**src/rkc_pkg.sv**
```systemverilog
// ============================================================================
// RC4 keystream cipher package
// Shared widths, opcodes, controller states and the command and status
// structures that join the controller and the datapath.
// ============================================================================
`default_nettype none

package rkc_pkg;

  localparam int unsigned BYTE_W     = 8;
  localparam int unsigned SBOX_DEPTH = 256;
  localparam int unsigned SBOX_AW    = 8;
  localparam int unsigned KCNT_W     = 9;

  // Values of the opcode field of an input word.
  localparam logic OPC_KEY  = 1'b0;
  localparam logic OPC_DATA = 1'b1;

  typedef enum logic [3:0] {
    ST_IDLE,
    ST_FILL,
    ST_KS_RD,
    ST_KS_J,
    ST_KS_WN,
    ST_KS_WJ,
    ST_D_J,
    ST_D_KS,
    ST_D_OUT
  } state_e;

  typedef enum logic [3:0] {
    OP_NONE,
    OP_KEY,
    OP_FILL,
    OP_KS_RD,
    OP_KS_J,
    OP_KS_WN,
    OP_KS_WJ,
    OP_DATA,
    OP_D_J,
    OP_D_KS,
    OP_D_OUT
  } dp_op_e;

  typedef struct packed {
    dp_op_e op;
  } dp_cmd_t;

  typedef struct packed {
    logic n_last;
  } dp_stat_t;

endpackage

`default_nettype wire

```
**src/rkc_if.sv**
```systemverilog
// ============================================================================
// RC4 keystream cipher channel interfaces
// Valid/ready channels for the input words and the result words.
// ============================================================================
`default_nettype none

interface rkc_in_if;
  logic                       valid;
  logic                       ready;
  logic                       opcode;
  logic [rkc_pkg::BYTE_W-1:0] byte_value;
  logic                       last;

  modport source (output valid, opcode, byte_value, last, input ready);
  modport sink   (input valid, opcode, byte_value, last, output ready);
endinterface

interface rkc_out_if;
  logic                       valid;
  logic                       ready;
  logic [rkc_pkg::BYTE_W-1:0] out_byte;
  logic                       out_last;

  modport source (output valid, out_byte, out_last, input ready);
  modport sink   (input valid, out_byte, out_last, output ready);
endinterface

`default_nettype wire

```
**src/rkc_ram.sv**
```systemverilog
// ============================================================================
// Generic RAM
// One write port and one read port with registered read data.
// ============================================================================
`default_nettype none

module rkc_ram #(
  parameter int unsigned WIDTH = 8,
  parameter int unsigned DEPTH = 256
) (
  input  wire logic                                   clk_i,
  input  wire logic                                   wr_en_i,
  input  wire logic [((DEPTH > 1) ? $clog2(DEPTH) : 1)-1:0] wr_addr_i,
  input  wire logic [WIDTH-1:0]                       wr_data_i,
  input  wire logic                                   rd_en_i,
  input  wire logic [((DEPTH > 1) ? $clog2(DEPTH) : 1)-1:0] rd_addr_i,
  output logic      [WIDTH-1:0]                       rd_data_o
);

  logic [WIDTH-1:0] mem_q [DEPTH];
  logic [WIDTH-1:0] rd_data_q;

  always_ff @(posedge clk_i) begin
    if (wr_en_i) begin
      mem_q[wr_addr_i] <= wr_data_i;
    end
    if (rd_en_i) begin
      rd_data_q <= mem_q[rd_addr_i];
    end
  end

  assign rd_data_o = rd_data_q;

endmodule

`default_nettype wire

```
**src/rkc_datapath.sv**
```systemverilog
// ============================================================================
// RC4 keystream cipher datapath
// S-box and key memories, the indices, the schedule counters and the
// result register, stepped by commands from the controller.
// ============================================================================
`default_nettype none

module rkc_datapath #(
  parameter int unsigned KEY_STORE_DEPTH = 256
) (
  input  wire logic                       clk_i,
  input  wire logic                       rst_ni,
  input  wire rkc_pkg::dp_cmd_t           cmd_i,
  input  wire logic [rkc_pkg::BYTE_W-1:0] in_byte_i,
  input  wire logic                       in_last_i,
  output rkc_pkg::dp_stat_t               stat_o,
  output logic      [rkc_pkg::BYTE_W-1:0] out_byte_o,
  output logic                            out_last_o
);

  localparam int unsigned KAW = (KEY_STORE_DEPTH > 1) ? $clog2(KEY_STORE_DEPTH) : 1;
  localparam int unsigned BW  = rkc_pkg::BYTE_W;
  localparam int unsigned SAW = rkc_pkg::SBOX_AW;
  localparam int unsigned CW  = rkc_pkg::KCNT_W;

  // Control state.
  logic [SAW-1:0] i_q, i_d;
  logic [SAW-1:0] j_q, j_d;
  logic [SAW-1:0] n_q, n_d;
  logic [KAW-1:0] kidx_q, kidx_d;
  logic [CW-1:0]  key_count_q, key_count_d;

  // Payload registers.
  logic [BW-1:0] sa_q, sa_d;
  logic [BW-1:0] sb_q, sb_d;
  logic [BW-1:0] byte_q, byte_d;
  logic          last_q, last_d;
  logic          hit_i_q, hit_i_d;
  logic          hit_j_q, hit_j_d;
  logic [BW-1:0] out_byte_q, out_byte_d;
  logic          out_last_q, out_last_d;

  // Memory ports.
  logic           sbox_we, sbox_re;
  logic [SAW-1:0] sbox_wa, sbox_ra;
  logic [BW-1:0]  sbox_wd, sbox_rd;
  logic           key_we, key_re;
  logic [KAW-1:0] key_wa, key_ra;
  logic [BW-1:0]  key_rd;

  logic [CW-1:0] key_len;
  logic          key_room;
  logic          kidx_wrap;
  logic [BW-1:0] ks;

  rkc_ram #(
    .WIDTH(BW),
    .DEPTH(rkc_pkg::SBOX_DEPTH)
  ) u_sbox (
    .clk_i    (clk_i),
    .wr_en_i  (sbox_we),
    .wr_addr_i(sbox_wa),
    .wr_data_i(sbox_wd),
    .rd_en_i  (sbox_re),
    .rd_addr_i(sbox_ra),
    .rd_data_o(sbox_rd)
  );

  rkc_ram #(
    .WIDTH(BW),
    .DEPTH(KEY_STORE_DEPTH)
  ) u_key (
    .clk_i    (clk_i),
    .wr_en_i  (key_we),
    .wr_addr_i(key_wa),
    .wr_data_i(in_byte_i),
    .rd_en_i  (key_re),
    .rd_addr_i(key_ra),
    .rd_data_o(key_rd)
  );

  // An empty key behaves as a key of length one.
  assign key_len   = (key_count_q == '0) ? CW'(1) : key_count_q;
  assign key_room  = key_count_q < CW'(KEY_STORE_DEPTH);
  assign kidx_wrap = ({{(CW-KAW){1'b0}}, kidx_q} + CW'(1)) == key_len;

  // The keystream byte: the two swapped entries are written around the read,
  // so a read that hits one of them takes the value from the registers.
  assign ks = hit_j_q ? sa_q : (hit_i_q ? sb_q : sbox_rd);

  assign stat_o.n_last = (n_q == '1);

  always_comb begin
    sbox_we = 1'b0;
    sbox_wa = n_q;
    sbox_wd = n_q;
    sbox_re = 1'b0;
    sbox_ra = n_q;
    key_we  = 1'b0;
    key_wa  = key_count_q[KAW-1:0];
    key_re  = 1'b0;
    key_ra  = kidx_q;

    i_d         = i_q;
    j_d         = j_q;
    n_d         = n_q;
    kidx_d      = kidx_q;
    key_count_d = key_count_q;
    sa_d        = sa_q;
    sb_d        = sb_q;
    byte_d      = byte_q;
    last_d      = last_q;
    hit_i_d     = hit_i_q;
    hit_j_d     = hit_j_q;
    out_byte_d  = out_byte_q;
    out_last_d  = out_last_q;

    case (cmd_i.op)
      rkc_pkg::OP_KEY: begin
        if (key_room) begin
          key_we      = 1'b1;
          key_count_d = key_count_q + CW'(1);
        end
      end
      rkc_pkg::OP_FILL: begin
        sbox_we = 1'b1;
        n_d     = n_q + SAW'(1);
        i_d     = '0;
        j_d     = '0;
        kidx_d  = '0;
      end
      rkc_pkg::OP_KS_RD: begin
        sbox_re = 1'b1;
        key_re  = 1'b1;
      end
      rkc_pkg::OP_KS_J: begin
        j_d     = j_q + sbox_rd + key_rd;
        sa_d    = sbox_rd;
        sbox_re = 1'b1;
        sbox_ra = j_d;
      end
      rkc_pkg::OP_KS_WN: begin
        sbox_we = 1'b1;
        sbox_wa = n_q;
        sbox_wd = sbox_rd;
      end
      rkc_pkg::OP_KS_WJ: begin
        sbox_we = 1'b1;
        sbox_wa = j_q;
        sbox_wd = sa_q;
        n_d     = n_q + SAW'(1);
        kidx_d  = kidx_wrap ? '0 : kidx_q + KAW'(1);
        if (stat_o.n_last) begin
          i_d         = '0;
          j_d         = '0;
          key_count_d = '0;
        end
      end
      rkc_pkg::OP_DATA: begin
        i_d     = i_q + SAW'(1);
        sbox_re = 1'b1;
        sbox_ra = i_d;
        byte_d  = in_byte_i;
        last_d  = in_last_i;
      end
      rkc_pkg::OP_D_J: begin
        j_d     = j_q + sbox_rd;
        sa_d    = sbox_rd;
        sbox_re = 1'b1;
        sbox_ra = j_d;
      end
      rkc_pkg::OP_D_KS: begin
        sb_d    = sbox_rd;
        sbox_we = 1'b1;
        sbox_wa = i_q;
        sbox_wd = sbox_rd;
        sbox_re = 1'b1;
        sbox_ra = sa_q + sbox_rd;
        hit_i_d = (sbox_ra == i_q);
        hit_j_d = (sbox_ra == j_q);
      end
      rkc_pkg::OP_D_OUT: begin
        sbox_we    = 1'b1;
        sbox_wa    = j_q;
        sbox_wd    = sa_q;
        out_byte_d = byte_q ^ ks;
        out_last_d = last_q;
      end
      default: begin
      end
    endcase
  end

  always_ff @(posedge clk_i or negedge rst_ni) begin
    if (!rst_ni) begin
      i_q         <= '0;
      j_q         <= '0;
      n_q         <= '0;
      kidx_q      <= '0;
      key_count_q <= '0;
    end else begin
      i_q         <= i_d;
      j_q         <= j_d;
      n_q         <= n_d;
      kidx_q      <= kidx_d;
      key_count_q <= key_count_d;
    end
  end

  always_ff @(posedge clk_i) begin
    sa_q       <= sa_d;
    sb_q       <= sb_d;
    byte_q     <= byte_d;
    last_q     <= last_d;
    hit_i_q    <= hit_i_d;
    hit_j_q    <= hit_j_d;
    out_byte_q <= out_byte_d;
    out_last_q <= out_last_d;
  end

  assign out_byte_o = out_byte_q;
  assign out_last_o = out_last_q;

endmodule

`default_nettype wire

```
**src/rkc_ctrl.sv**
```systemverilog
// ============================================================================
// RC4 keystream cipher controller
// Sequences the key store, the key schedule and the per-word keystream
// steps, and owns the handshakes of both channels.
// ============================================================================
`default_nettype none

module rkc_ctrl (
  input  wire logic              clk_i,
  input  wire logic              rst_ni,
  input  wire logic              in_valid_i,
  input  wire logic              in_opcode_i,
  input  wire logic              in_last_i,
  output logic                   in_ready_o,
  output logic                   out_valid_o,
  input  wire logic              out_ready_i,
  input  wire rkc_pkg::dp_stat_t stat_i,
  output rkc_pkg::dp_cmd_t       cmd_o
);

  rkc_pkg::state_e state_q, state_d;
  logic            out_valid_q, out_valid_d;

  always_ff @(posedge clk_i or negedge rst_ni) begin
    if (!rst_ni) begin
      state_q     <= rkc_pkg::ST_IDLE;
      out_valid_q <= 1'b0;
    end else begin
      state_q     <= state_d;
      out_valid_q <= out_valid_d;
    end
  end

  always_comb begin
    state_d     = state_q;
    cmd_o.op    = rkc_pkg::OP_NONE;
    in_ready_o  = 1'b0;
    out_valid_d = out_valid_q && !out_ready_i;

    case (state_q)
      rkc_pkg::ST_IDLE: begin
        in_ready_o = 1'b1;
        if (in_valid_i) begin
          if (in_opcode_i == rkc_pkg::OPC_KEY) begin
            cmd_o.op = rkc_pkg::OP_KEY;
            if (in_last_i) begin
              state_d = rkc_pkg::ST_FILL;
            end
          end else begin
            cmd_o.op = rkc_pkg::OP_DATA;
            state_d  = rkc_pkg::ST_D_J;
          end
        end
      end
      rkc_pkg::ST_FILL: begin
        cmd_o.op = rkc_pkg::OP_FILL;
        if (stat_i.n_last) begin
          state_d = rkc_pkg::ST_KS_RD;
        end
      end
      rkc_pkg::ST_KS_RD: begin
        cmd_o.op = rkc_pkg::OP_KS_RD;
        state_d  = rkc_pkg::ST_KS_J;
      end
      rkc_pkg::ST_KS_J: begin
        cmd_o.op = rkc_pkg::OP_KS_J;
        state_d  = rkc_pkg::ST_KS_WN;
      end
      rkc_pkg::ST_KS_WN: begin
        cmd_o.op = rkc_pkg::OP_KS_WN;
        state_d  = rkc_pkg::ST_KS_WJ;
      end
      rkc_pkg::ST_KS_WJ: begin
        cmd_o.op = rkc_pkg::OP_KS_WJ;
        state_d  = stat_i.n_last ? rkc_pkg::ST_IDLE : rkc_pkg::ST_KS_RD;
      end
      rkc_pkg::ST_D_J: begin
        cmd_o.op = rkc_pkg::OP_D_J;
        state_d  = rkc_pkg::ST_D_KS;
      end
      rkc_pkg::ST_D_KS: begin
        cmd_o.op = rkc_pkg::OP_D_KS;
        state_d  = rkc_pkg::ST_D_OUT;
      end
      rkc_pkg::ST_D_OUT: begin
        // The result register must be free before the new word lands in it.
        if (!out_valid_q || out_ready_i) begin
          cmd_o.op    = rkc_pkg::OP_D_OUT;
          out_valid_d = 1'b1;
          state_d     = rkc_pkg::ST_IDLE;
        end
      end
      default: begin
        state_d = rkc_pkg::ST_IDLE;
      end
    endcase
  end

  assign out_valid_o = out_valid_q;

endmodule

`default_nettype wire

```
**src/rc4_keystream_cipher.sv**
```systemverilog
// ============================================================================
// RC4 keystream cipher
// Loads a key one byte at a word, runs the key schedule and then encrypts or
// decrypts one data byte per word with the RC4 keystream.
// ============================================================================
//
// Key bytes (opcode key) are taken one per cycle and stored; a key byte that
// carries last starts the key schedule, which first writes the identity into
// the S-box and then permutes it in 256 steps; no word is accepted until it
// ends. Key bytes beyond KEY_STORE_DEPTH are dropped, though their last flag
// still starts the schedule. A data byte is accepted only once the one before
// it is through its steps: the cycle that accepts it reads S[i], then come
// the read of S[j], the read of the keystream entry together with the first
// half of the swap, and the second half of the swap together with the load of
// the result register. These steps follow from the three dependent reads of
// the S-box memory, which has one read port and one write port. A finished
// result waits in its own register, so the next word is accepted while the
// result is still being taken; only a data byte that reaches its last step
// while the previous result is still unclaimed waits there. Data sent before
// any key has been scheduled yields undefined bytes.
// ============================================================================
`default_nettype none

module rc4_keystream_cipher #(
  parameter int unsigned KEY_STORE_DEPTH = 256
) (
  input  wire logic clk_i,
  input  wire logic rst_ni,
  rkc_in_if.sink    in_i,
  rkc_out_if.source out_o
);

  rkc_pkg::dp_cmd_t  dp_cmd;
  rkc_pkg::dp_stat_t dp_stat;

  // Controller: handshakes and the sequence of datapath steps.
  rkc_ctrl u_ctrl (
    .clk_i      (clk_i),
    .rst_ni     (rst_ni),
    .in_valid_i (in_i.valid),
    .in_opcode_i(in_i.opcode),
    .in_last_i  (in_i.last),
    .in_ready_o (in_i.ready),
    .out_valid_o(out_o.valid),
    .out_ready_i(out_o.ready),
    .stat_i     (dp_stat),
    .cmd_o      (dp_cmd)
  );

  // Datapath: memories, indices and the result register.
  rkc_datapath #(
    .KEY_STORE_DEPTH(KEY_STORE_DEPTH)
  ) u_datapath (
    .clk_i     (clk_i),
    .rst_ni    (rst_ni),
    .cmd_i     (dp_cmd),
    .in_byte_i (in_i.byte_value),
    .in_last_i (in_i.last),
    .stat_o    (dp_stat),
    .out_byte_o(out_o.out_byte),
    .out_last_o(out_o.out_last)
  );

endmodule

`default_nettype wire

```
**src/flat_wrapper.sv**
```systemverilog
// flat-port wrapper written by rule: the top's interface ports become plain ports
module rc4_keystream_cipher_flat 
#(
  parameter int unsigned KEY_STORE_DEPTH = 256
)
  (clk_i, rst_ni, in_i_valid, in_i_opcode, in_i_byte_value, in_i_last, in_i_ready, out_o_valid, out_o_out_byte, out_o_out_last, out_o_ready);
  rkc_in_if in_i_i ();
  rkc_out_if out_o_i ();
  input  wire logic clk_i;
  input  wire logic rst_ni;
  input wire logic [$bits(in_i_i.valid)-1:0] in_i_valid;
  input wire logic [$bits(in_i_i.opcode)-1:0] in_i_opcode;
  input wire logic [$bits(in_i_i.byte_value)-1:0] in_i_byte_value;
  input wire logic [$bits(in_i_i.last)-1:0] in_i_last;
  output wire logic [$bits(in_i_i.ready)-1:0] in_i_ready;
  output wire logic [$bits(out_o_i.valid)-1:0] out_o_valid;
  output wire logic [$bits(out_o_i.out_byte)-1:0] out_o_out_byte;
  output wire logic [$bits(out_o_i.out_last)-1:0] out_o_out_last;
  input wire logic [$bits(out_o_i.ready)-1:0] out_o_ready;
  assign in_i_i.valid = in_i_valid;
  assign in_i_i.opcode = in_i_opcode;
  assign in_i_i.byte_value = in_i_byte_value;
  assign in_i_i.last = in_i_last;
  assign in_i_ready = in_i_i.ready;
  assign out_o_valid = out_o_i.valid;
  assign out_o_out_byte = out_o_i.out_byte;
  assign out_o_out_last = out_o_i.out_last;
  assign out_o_i.ready = out_o_ready;
  rc4_keystream_cipher #(.KEY_STORE_DEPTH(KEY_STORE_DEPTH)) u_core (.clk_i(clk_i), .rst_ni(rst_ni), .in_i(in_i_i), .out_o(out_o_i));
endmodule
```
**config.mk**
```make
export PLATFORM = sky130hd
export DESIGN_NAME = rc4_keystream_cipher_flat
export DESIGN_NICKNAME = d
export VERILOG_FILES = /design/src/rkc_pkg.sv /design/src/rkc_if.sv /design/src/rkc_ram.sv /design/src/rkc_datapath.sv /design/src/rkc_ctrl.sv /design/src/rc4_keystream_cipher.sv /design/src/flat_wrapper.sv
export SDC_FILE = /design/constraint.sdc
export NUM_CORES = 2
export LEC_CHECK = 0
export ABC_CLOCK_PERIOD_IN_PS = 9340
export BUFFER_PORTS_ARGS = -buffer_cell sky130_fd_sc_hd__clkbuf_2
export CAP_MARGIN = 0
export CORE_MARGIN = 1
export CORE_UTILIZATION = 35
export CTS_CLUSTER_DIAMETER = 80
export DETAILED_ROUTE_END_ITERATION = 10
export SYNTH_ARGS = -nofsm -noshare
export SYNTH_HDL_FRONTEND = slang
export SYNTH_SLANG_ARGS = --single-unit
```
**constraint.sdc**
```tcl
create_clock -name clk_i -period 9.34 [get_ports clk_i]
set_input_delay 0.467 -clock clk_i [delete_from_list [all_inputs] [get_ports clk_i]]
set_output_delay 0.467 -clock clk_i [all_outputs]
set_load 0.01 [all_outputs]
```
# == After elaboration in Yosys (flattened, before gate mapping) ==
# Memory sizes are Yosys's and may differ from the RTL's. A register that Yosys moved wholly into a read port is not among the register bits.
# Cells that the tools add are included.
# word_totals
ff_bits,82
ram_bits,4096
wordCells,112
n_memories,2
# memory_table
memory,depth,word_bits,read_ports,rd_ports_with_merged_regs,wr,line_no,rtl
u_core.u_datapath.u_key.mem_q,256,8,1,1,1,rkc_ram.sv:20,logic [WIDTH-1:0] mem_q [DEPTH];
u_core.u_datapath.u_sbox.mem_q,256,8,1,1,1,rkc_ram.sv:20,
# op_classes
n_addsub,8
magnitude_cmp,1
eq_ne,28
mux,37
bitwise,1
n_reduce_logical,20
# op_table
operator,count
case mux 4 bit (9 select lines),2
case mux 8 bit (4 select lines),2
case mux 8 bit (2 select lines),3
"equality test 4 x 3 -> 1 bit, second input constant",8
2-to-1 mux 8 bit,4
2-to-1 mux 9 bit,3
"adder 8 x 1 -> 8 bit, second input constant",3
adder 8 bit,3
2-to-1 mux 4 bit,6
case mux 8 bit (3 select lines),1
case mux 9 bit (2 select lines),1
"equality test 4 x 2 -> 1 bit, second input constant",4
"equality test 4 bit, second input constant",4
equality test 8 bit,2
2-to-1 mux 1 bit,12
OR reduction 5 bit,2
"adder 8 x 1 -> 9 bit, second input constant",1
"adder 9 x 1 -> 9 bit, second input constant",1
equality test 9 bit,1
zero test 9 bit,1
"less-than comparator 9 bit, second input constant",1
"equality test 4 x 1 -> 1 bit, second input constant",2
"equality test 8 bit, second input constant",1
"!= test 2 bit, second input constant",4
16 further kinds,23

# == Logic depth before layout (Yosys ltp) ==
# logic_depth
ltp_word,9
mapped_depth,20

# == Cells and area by module ==
# A second synthesis with hierarchy kept.
# hier_totals
hier_cells,8096
area_unflattened_um2,165059.6
# modules_own_cells
mod,n_inst,cells_each,area_each_um2,seq_area_each_um2
rkc_ram,2,3733,79636.4,61739.2
rkc_datapath,1,584,5366.4,2107.0
rkc_ctrl,1,46,420.4,125.1

# == Least setup slack after synthesis ==
# No wires, ideal clock.
# synth_timing
path_kind,flip-flop to flip-flop
startpoint,register u_core.u_ctrl.state_q[0]
endpoint,"memory u_core.u_datapath.u_sbox.mem_q[0][4], data pin"
t_arrival_ns,4.802
required_time_ns,8.520
path_slack_ns,3.717
path_stages_with_launch,8
path_buffers,3
synth_period_minus_slack_ns,5.623
path_cell_list,dfrtp_1 -> buf_2 -> buf_1 -> nand3b_1 -> a21oi_1 -> clkbuf_1 -> a22oi_1 -> nand2_1
# synth_between
elab_chain_cells,5
elab_cells_between_ends,17
# synth_rtl
item,line_no,rtl
start: declaration,rkc_ctrl.sv:21,"rkc_pkg::state_e state_q, state_d;"
start signal: assignment,rkc_ctrl.sv:26,state_q <= rkc_pkg::ST_IDLE;
start signal: assignment,rkc_ctrl.sv:29,state_q <= state_d;
equality test 4 bit (tied with other cells),rkc_ctrl.sv:40,case (state_q)
case mux 4 bit (9 select lines) *,rkc_ctrl.sv:40,
equality test 4 x 3 -> 1 bit / equality test 4 bit (equally long branches),rkc_datapath.sv:118,case (cmd_i.op)
OR reduction 2 bit (no source line),-,
case mux 8 bit (2 select lines) *,rkc_datapath.sv:118,
named net u_core.u_datapath.sbox_wd[4],rkc_datapath.sv:46,"logic [BW-1:0] sbox_wd, sbox_rd;"
end: declaration,rkc_ram.sv:20,
# Mark *: on every way through the listed nets, which the timed path passes. The rest lies on a longest branch.

# == Worst setup path after layout ==
# layout_timing
startpoint,"register u_core.u_datapath.u_sbox.rd_data_q[0], in the netlist u_core.u_datapath.u_sbox.rd_data_o[0], read port of u_core.u_datapath.u_sbox.mem_q"
endpoint,"register u_core.u_datapath.u_sbox.rd_data_q[0], in the netlist u_core.u_datapath.u_sbox.rd_data_o[0], read port of u_core.u_datapath.u_sbox.mem_q, data pin"
# layout_between
elab_chain_cells,3
elab_cells_between_ends,4
# layout_rtl
item,line_no,rtl
start: declaration,rkc_ram.sv:21,logic [WIDTH-1:0] rd_data_q;
adder 8 bit,"rkc_datapath.sv:137, rkc_datapath.sv:167",
adder 8 bit,rkc_datapath.sv:137,j_d = j_q + sbox_rd + key_rd;
case mux 8 bit (4 select lines) *,rkc_datapath.sv:118,
# Every way passes the cells marked *; elsewhere a longest branch is shown, timed or not.
# A chain may end at the register's enable or synchronous reset.

==> summary.md <==
| Metric | Value |
|---|---|
| Syn Nets | `between 9,000 and 10,000` |
| Worst Hold Class | `input pin to flop` |
| Avg Cell Area, Syn | `between 15 and 20 µm²` |
| Die H | `between 600 and 700 µm` |
| PD cells | `between 300 and 400 mW/mm²` |
| Layout cells sized above 1 | `between 10% and 20%` |
| Slew Limit Headroom | `less than 1%` |
| Crit share post-route | `slightly below 70%` |
| Cell area after layout | `0.186 mm²` |
| Area of the multi-input gates | `0.0376 mm²` |
| Startpoint types | `flop` |
| Clk root buf | `clkbuf_16` |
| Worst clock skew | `around 0.082 ns` |
| Slew Limit Fails | `0` |
| Postcts setup bufs | `0` |
| Worst-path clk slew | `roughly 0.06 ns` |
| Detailed placement HPWL | `approximately 260,000 µm` |
| DR pass1 iterations | `6` |
| Critical path, cell by cell | `ha_1, fa_1, a21o_1, a21oi_1, xnor2_1, inv_1, ha_1, and2_1, a221o_1, o2111a_1, a211oi_1, xor2_1, o21ai_0, a2111oi_2, nor2b_1, nand4_1, and4_1` |
| Number of H-tree levels | `5` |
| Setup TNS | `0 ns` |
| Failing checks | `capacitance limit` |
| Top delay family on crit path | `compound AO/OA/AOI/OAI gates` |
| Synthesized flop and latch total | `roughly 4,200` |
| Vias in the first global route | `87,900` |
| Maximum net fanout on the critical path | `8` |
| WL/cell | `27.3 µm` |
| Post-synthesis sequential area ratio | `75.9%` |
| Final hold vios | `0` |
| Layout area overhead | `12.4%` |
| Worst hold path endpoint | `u_core.u_datapath.u_key.mem_q[115][0]` |
| GRT overflow | `0` |
| Clk Latency, worst-skew pair | `a little over 1 ns` |
| Final setup fails | `0` |
| Post-Syn Area | `roughly 0.17 mm²` |
| Worst reg2reg path endpoint | `u_core.u_datapath.u_sbox.rd_data_o[0]` |
| Tot GR Track Use | `18.1%` |
| Clock buffer depth | `4` |
| Initial antenna violation count | `25` |
| Initial Util | `about a third` |
| Max-Cap Viols | `1` |
| Register Area | `between 0.1 and 0.15 mm²` |
| Remaining antenna violation count | `0` |
| CTS resizes | `0` |
| Pin count of the biggest net entering global routing | `205` |
| Ports | `25` |
| # fillers | `about 42,000` |
| Total Power | `around 65 mW` |
| TritonCTS clock tree | `done` |
| Slowest CP cell | `a2111oi_2` |
| Total CTS buffers | `just over 400` |
| CP bufs+invs | `1` |
| Final nets | `approximately 9,600` |
| Async set-or-reset flop fraction in the synthesized netlist | `between 1 and 1.5%` |
| Global-route wire length before repair | `633,000 µm` |
| Post-synth EDFFs | `approximately 4,100` |
| Synth warn | `0` |
| Post-synth top flop | `edfxtp_1` |
| Peak supply drop | `0.628 mV` |
| R2R cell count | `17` |
| CTS Sinks | `4,194` |
| Synth unique cells | `82` |
| Core ar. | `0.471 mm²` |
| FP Rows | `252` |
| Die Area | `about 0.48 mm²` |
| Status | `complete, but fails checks` |
| RePlAce Congestion | `between 0.8 and 0.9` |
| Iter 0 DRT Violations | `around 11,000` |
| Most frequent CP cell | `ha_1` |
| Data arrival, critical path | `~7.2 ns` |
| Worst Max-Slew Pin Slew | `1.48 ns` |
| P_leak | `57.6 nW` |
| Total Wirelength | `440,000 µm` |
| Worst EP required | `10.06 ns` |
| R2R setup slack | `between 2 and 3 ns` |
| Fmax | `between 0.15 and 0.2 GHz` |
| Largest stage delay, worst path | `1.21 ns` |
| Detailed-route DRC error count | `0` |
| Chip width | `between 600 and 700 µm` |
| Hold Path Stages | `1` |
| DR vias/cell | `roughly 5.5` |
| Buffers on Ports | `24` |
| Minimum clock period | `6.46 ns` |
| R2R Path Start | `u_core.u_datapath.u_sbox.rd_data_o[0]` |
| DR vias | `between 80,000 and 90,000` |
| Setup CP Type | `flop to flop` |
| Area post-placement | `0.173 mm²` |
| Mapped Cells | `9,534` |
| Hold wc startpoint | `in_i_byte_value[0]` |
| RSZ-0062 raised after global routing | `false` |
| CP endpoint kind | `flop` |
==> per-stage QoR <==
step	setup slack [ns]	util, %	hold WS [ns]	cells
finish	2.88	39.5	0.0865	16100
global route	2.78	39.5	0.0723	16100
CTS	3.03	39.5	0.0486	16100
detailed placement	3.07	36.7	0.413	15300
global placement	2.90	36.7	0.410	15300
floorplan	3.72	-	0.171	9534
==> synth_stat cells (18+ instances only) <==
cell	count	share of area (%)
inv_1	22	0.050
a22oi_1	18	0.082
mux2i_1	434	2.6
nor3_1	51	0.15
clkbuf_1	326	0.74
a31oi_1	56	0.21
o221ai_1	120	0.63
ha_1	28	0.21
buf_2	161	0.49
o21ai_0	44	0.13
nand4_1	130	0.49
nor2_1	649	1.5
xor2_1	32	0.17
and3_1	22	0.083
nand2_1	1359	3.1
nand3_1	499	1.5
buf_1	89	0.20
o22ai_1	88	0.33
mux4_2	649	8.8
xnor2_1	36	0.19
a32oi_1	136	0.72
edfxtp_1	4148	75
a21oi_1	122	0.37
dfrtp_1	46	0.69
==> routing by layer <==
metal  share of wire (%)  global-route usage [%]  vias up
li1                    -                       -    37700
met1                  41                    24.9    46600
met2                  47                    28.4     4271
met3                 9.2                    3.95      828
met4                 3.7                    6.10       10
met5               0.014                       0        -
==> cells by family (layout without fill, tap and decap cells) <==
kind of cell | count (synthesis) | after routing | synth area share, %
other cells | 0 | 9 | 0
simple gates | 2809 | 2809 | 7.22
mux | 1084 | 1084 | 11.5
fa+ha+maj | 32 | 32 | 0.254
compound gates | 725 | 725 | 3.23
flops | 4194 | 4194 | 75.9
xor+xnor | 68 | 68 | 0.360
buf+inv | 622 | 969 | 1.59
==> registers in the layout, summed over array words and instances, names as in the netlist, 4 cells and up <==
register and count:
u_core.u_datapath.u_key.mem_q 2048, u_core.u_datapath.sb_q 8, u_core.u_datapath.u_sbox.mem_q 2048, u_core.u_datapath.i_q 8
u_core.u_datapath.key_ra 8, u_core.u_datapath.sa_q 8, u_core.u_datapath.u_sbox.rd_data_o 8, u_core.u_datapath.j_q 8
u_core.u_datapath.key_count_q 9, u_core.u_datapath.out_byte_o 8, u_core.u_datapath.byte_q 8, u_core.u_datapath.n_q 8
u_core.u_ctrl.state_q 4, u_core.u_datapath.u_key.rd_data_o 8
==> where the power goes <==
part | leakage, nW | switching, mW | internal [mW]
Clock | 6.45 | 7.15 | 9.23
Combinational | 13.0 | 17.7 | 7.32
Sequential | 38.1 | 0.366 | 23.2
Total | 57.6 | 25.2 | 39.7
==> how the worst max path moves through the flow <==
stage / from / to / slack [ns] / depth (start not counted)
3_5_place_dp: u_core.u_datapath.u_sbox.rd_data_o[0] / u_core.u_datapath.u_sbox.rd_data_o[3] / 3.07 / 14
2_1_floorplan: u_core.u_ctrl.state_q[0] / u_core.u_datapath.u_sbox.mem_q[0][4] / 3.72 / 7
4_1_cts: u_core.u_datapath.u_sbox.rd_data_o[0] / u_core.u_datapath.u_sbox.rd_data_o[3] / 3.03 / 14
3_3_place_gp: u_core.u_datapath.u_sbox.rd_data_o[0] / u_core.u_datapath.u_sbox.rd_data_o[0] / 2.90 / 18
6_report: u_core.u_datapath.u_sbox.rd_data_o[0] / u_core.u_datapath.u_sbox.rd_data_o[0] / 2.88 / 17
5_1_grt: u_core.u_datapath.u_sbox.rd_data_o[0] / u_core.u_datapath.u_sbox.rd_data_o[3] / 2.78 / 17
==> cells in the final DEF (no fill, tap or decap), drive strengths merged, types with 16 or more instances in the layout <==
cell | Yosys | routed
edfxtp | 4148 | 4148
nand2 | 1359 | 1359
nor2 | 652 | 652
mux4 | 649 | 649
clkbuf | 326 | 541
nand3 | 500 | 500
mux2i | 434 | 434
clkinv | 2 | 182
buf | 270 | 154
a32oi | 136 | 136
nand4 | 130 | 130
a21oi | 123 | 123
o221ai | 120 | 120
o22ai | 89 | 89
a31oi | 56 | 56
nor3 | 52 | 52
o21ai | 48 | 48
dfrtp | 46 | 46
inv | 24 | 43
xnor2 | 36 | 36
bufinv | 0 | 35
xor2 | 32 | 32
ha | 28 | 28
and3 | 22 | 22
a22oi | 18 | 18
nor2b | 17 | 17
and4 | 17 | 17
a32o | 16 | 16
==> what timing repair did <==
action | 4_1_cts | 5_1_grt
hold buffers | 6 | 0
endpoints found under the setup margin | 0 | 0
endpoints found under the hold margin | 61 | 0
==> cell type report <==
class                           instances  area share, %
Clock buffer                          519           5.83
Inverter                               26         0.0551
Tap cell                             6223           4.18
Multi-Input combinational cell       4718           20.2
Clock inverter                        242           1.25
Timing Repair Buffer                  182          0.928
Sequential cell                      4194           67.5
Antenna cell                            9         0.0121
Power figures use the tool's default switching activity.
